File: src/rtl/bts_ram.sv
module bts_ram #(
    parameter int WIDTH = 8,
    parameter int DEPTH = 256
) (
    input  logic                     aclk,
    input  logic                     we,
    input  logic [$clog2(DEPTH)-1:0] addr,
    input  logic [WIDTH-1:0]         wdata,
    output logic [WIDTH-1:0]         rdata
);

    logic [WIDTH-1:0] mem_reg [DEPTH];
    logic [WIDTH-1:0] rdata_reg;

    // Single port with registered read.
    always_ff @(posedge aclk) begin
        if (we) begin
            mem_reg[addr] <= wdata;
        end
        rdata_reg <= mem_reg[addr];
    end

    assign rdata = rdata_reg;

endmodule

File: config.mk
export PLATFORM = sky130hd
export DESIGN_NAME = bts_ram
export DESIGN_NICKNAME = d
export VERILOG_FILES = /design/src/rtl/bts_ram.sv
export SDC_FILE = /design/constraint.sdc
export NUM_CORES = 2
export LEC_CHECK = 0
export BUFFER_PORTS_ARGS = -buffer_cell sky130_fd_sc_hd__buf_2
export CAP_MARGIN = 20
export CORE_ASPECT_RATIO = 0.7
export CORE_MARGIN = 1
export CORE_UTILIZATION = 64
export CTS_BUF_LIST = sky130_fd_sc_hd__clkbuf_4 sky130_fd_sc_hd__clkbuf_8
export DETAILED_ROUTE_END_ITERATION = 16
export GPL_ROUTABILITY_DRIVEN = 0
export GPL_TIMING_DRIVEN = 1
export MAX_ROUTING_LAYER = met4
export PLACE_DENSITY_LB_ADDON = 0.12
export SYNTH_ARGS = -nofsm -noshare
export SYNTH_HDL_FRONTEND = slang
export SYNTH_SLANG_ARGS = --single-unit
File: constraint.sdc
create_clock -name aclk -period 4.5 [get_ports aclk]
set_input_delay 0.9 -clock aclk [delete_from_list [all_inputs] [get_ports aclk]]
set_output_delay 0.9 -clock aclk [all_outputs]
set_load 0.02 [all_outputs]
======== After elaboration in Yosys (flattened, before gate mapping) ========
Memories as Yosys holds them, arrays and structs flattened. A register that Yosys moved wholly into a read port is not among the register bits.
Cells that the tools add are included.
operators by class
  multiplexer cells ....................... 2
operators by type and width
  kind     count
  $mux W1  2
storage, ports and cells
  flip-flop bits (word level) ............. 0
  memory bits (writable) .................. 2,048
  input port bits ......................... 18
  output and inout port bits .............. 8
  word-level logic and storage cells ...... 3
  memories ................................ 1
memory list
  name     words  bits a word  read ports  clocked after memory_dff  wr ports  RTL line  source
  mem_reg  256    8            1           1                         1         12        logic [WIDTH-1:0] mem_reg [DEPTH];

======== Logic depth before layout (Yosys ltp) ========
  word-level depth ........................ 2
  gate-level depth with buffers ........... 10
  gate-level depth less buffers ........... 5

======== Worst setup path after synthesis ========
Ideal clock, no wire load.
  path type ............................... input-to-reg
  from .................................... input port addr[1]
  to ...................................... memory mem_reg[111][0] (enable)
  library setup time ...................... 0.370 ns
  data arrival time ....................... 2.749 ns
  required time ........................... 4.130 ns
  path slack .............................. 1.381 ns
  cell stages on the path ................. 9
  path buffers ............................ 5
  cell sequence ........................... buf_2 > clkbuf_1 > clkbuf_1 > nand2_1 > buf_2 > nor2_1 > nand2_1 > clkbuf_1 > nor2_1
RTL lines
  element          RTL line  source
  start, declared  7         input logic [$clog2(DEPTH)-1:0] addr,
  end, declared    12
No word-level cell before the write port.

==> flow_summary.ini <==
[route]
dr.pass1.iters = 6
dr_wl_met3_um = 24900
dr_total_vias = 39800
met2_wirelength_um = 86200
wire_per_inst_um = 32.5
post-route-drc-count = 0
routed_vias_inst = 6.78
routedLengthMet1_um = 74900
number_of_drc_markers_after_the_initial_detailed_route_iteration = 5921
drtAntennaViolNets = 0
routed.top_layer = met4
postRouteWirelength_um = 191000

[timing]
whs_ns = 0.500
rsz0062_at_grt = false
achievable-frequency_ghz = 0.293
finalHoldViolations = 0
timing_max_transition_violations_final = 0
finalClockSkew_ns = 0.0385
setup_tns_ns = 0
setup-violations-final = 0
worst_slew_pin_slew_ns = 1.20
timing.slew.headroom_pct = 19.9
final_critical_path_share_of_the_clock_period_pct = 75.7
final_critical_path_setup_slack_ns = 1.09
period_minus_slack_ns = 3.41

[logic_synthesis]
synth.distinct_cells = 22
synthesized_netlist_net_count = 3565
synth_sequential_area_ratio_pct = 78.6
yosys-top-cells-area = sky130_fd_sc_hd__edfxtp_1 (78%), sky130_fd_sc_hd__mux4_2 (15%), sky130_fd_sc_hd__a22oi_1 (2.4%)
synth-seq-cells = 2056
syn_inst = 3547
yosysWarningCount = 0
netlist_area_mm2 = 0.0785
synthDominantAreaCellType = sky130_fd_sc_hd__edfxtp_1
netlist.area_leader.share_pct = 78.3
post_synth.cell_area_avg_um2 = 22.1

[power]
total_power_mw = 37.4
p_per_area_mw_per_mm2 = 422
power.static_leakage_nw = 27.8
max-vdd-ir-drop_mv = 0.350

[clock_network]
worst_skew_pair.late_latency_ns = 0.99
clkTransAtPathRegs_ns = 0.07
post_cts_resized = 0
postCtsSetupBuffers = 0
cts-root-buf = sky130_fd_sc_hd__clkbuf_8
cts_hold_buf = 0
tritoncts.num_buffers = 307
tritoncts = built
max-clock-path-buffers = 4
cts_num_sinks = 2056
htree_num_levels = 5

[floorplan]
floorplan.io_pins = 26
dieHeight_um = 295
die_x_um = 421
row_count = 107
core_area_mm2 = 0.122
start_util_pct = 64.5
design.die.area_mm2 = 0.124

[critical_path]
setup.reg_to_reg.worst_slack_ns = 1.77
timing_worst_setup_path_type = input port to flip-flop
critPathBufInv = 3
stage_delay_of_the_slowest_cell_on_the_critical_path_ns = 0.87
worst_path_dominant_cell_family = compound AO/OA/AOI/OAI gates
cp_common_cell = sky130_fd_sc_hd__buf_12
start_kind = input port
cp.required_ns = 5.33
critical_path.endpoint_type = flip-flop
worstPathCellList = buf_8 > buf_12 > buf_12 > mux4_2 > a22oi_1 > a21oi_1 > o41ai_1 > nand4_1
worst-endpoint-arrival_ns = 4.24
worst-path-max-fanout = 41
slowest_stage = sky130_fd_sc_hd__o41ai_1

[layout]
layout_common_cells = sky130_fd_sc_hd__edfxtp_1 (2048), sky130_fd_sc_hd__mux4_2 (512), sky130_fd_sc_hd__buf_4 (342)
drive_above_1_share_pct = 32.3
final_net_count = 4039
fill_cell_instance_count_of_the_final_layout = 6767
largest_register_ff_count = 2048
syn_to_final_growth_pct = 12.8
layout_commonest_cell = sky130_fd_sc_hd__edfxtp_1

[min_path]
worst_hold_path_type = input port to flip-flop

[placed_design]
placement.setup.worst_slack_ns = 0.0643
place.port_buffers = 25
post-dp-hpwl_um = 116000

[global_routing]
grt_first_pass_wirelength_um = 275000
vias_in_the_first_global_route = 39800
globalRouteTotalUtil_pct = 32.5
global_route.overflow_total = 0
pin_count_of_the_biggest_net_entering_global_routing = 146
grt_antenna_before_repair = 6

[flow_run]
max_cap_violations = 0

[outcome]
outcome = completed
## synth_stat cells, drive strengths merged
library cell  number
or2                2
or3                1
o41ai             32
nand4              8
inv                1
clkbuf           145
and2               3
buf               87
a22oi            256
nand2b             6
nand2             28
edfxtp          2048
mux4             512
nor2b              7
nor3              30
dfxtp              8
nand3             13
nor2             232
a21oi            128
## through the flow
step / instance area (µm²) / utilization [%] / instances
6_report: 88500 / 72.8 / 5873
3_5_place_dp: 82900 / 68.1 / 5347
4_1_cts: 88500 / 72.7 / 5865
3_3_place_gp: 82800 / 68.1 / 5345
5_1_grt: 88500 / 72.7 / 5869
2_1_floorplan: 78500 / - / 3547
## final timing paths
check / start / endpoint / depth (start not counted)
worst min-delay path: wdata[7] / mem_reg[154][7]$_DFFE_PP_ / 1
worst max-delay path: addr[0] / rdata[7]$_DFF_P_ / 8
worst max register to register: mem_reg[43][7]$_DFFE_PP_ / rdata[7]$_DFF_P_ / 5
worst min register to register: mem_reg[10][6]$_DFFE_PP_ / rdata[6]$_DFF_P_ / 5
## power by group
group / internal, mW / total [mW] / switching, mW
sequential: 21.1 / 21.1 / 0.0313
clock: 7.58 / 14.4 / 6.82
combinational: 0.653 / 1.83 / 1.18
total: 29.3 / 37.4 / 8.03
## routing by layer
layer | global-route usage (%) | vias to the layer above
met5 | - | -
li1 | - | 16000
met4 | 9.49 | 0
met2 | 45.2 | 2709
met3 | 8.50 | 304
met1 | 48.4 | 20800
## cell families after synthesis
group | count (synthesis) | synth area share, %
DFF | 2056 | 78.6
muxes | 512 | 14.7
AOI/OAI and AO/OA | 416 | 3.62
and+or+nand+nor | 330 | 1.73
buffers and inverters | 233 | 1.40
## layout make-up
type	instances	area (µm²)	share of cell area [%]
Sequential cell	2056	61700	69.6
Multi-Input combinational cell	1258	15800	17.8
Clock inverter	109	629	0.711
Tap cell	1635	2050	2.31
Clock buffer	409	5030	5.69
Inverter	1	3.75	0.00424
Timing Repair Buffer	397	3370	3.80
Antenna cell	8	20.0	0.0226
No activity file was read; power rests on OpenSTA's default activity.
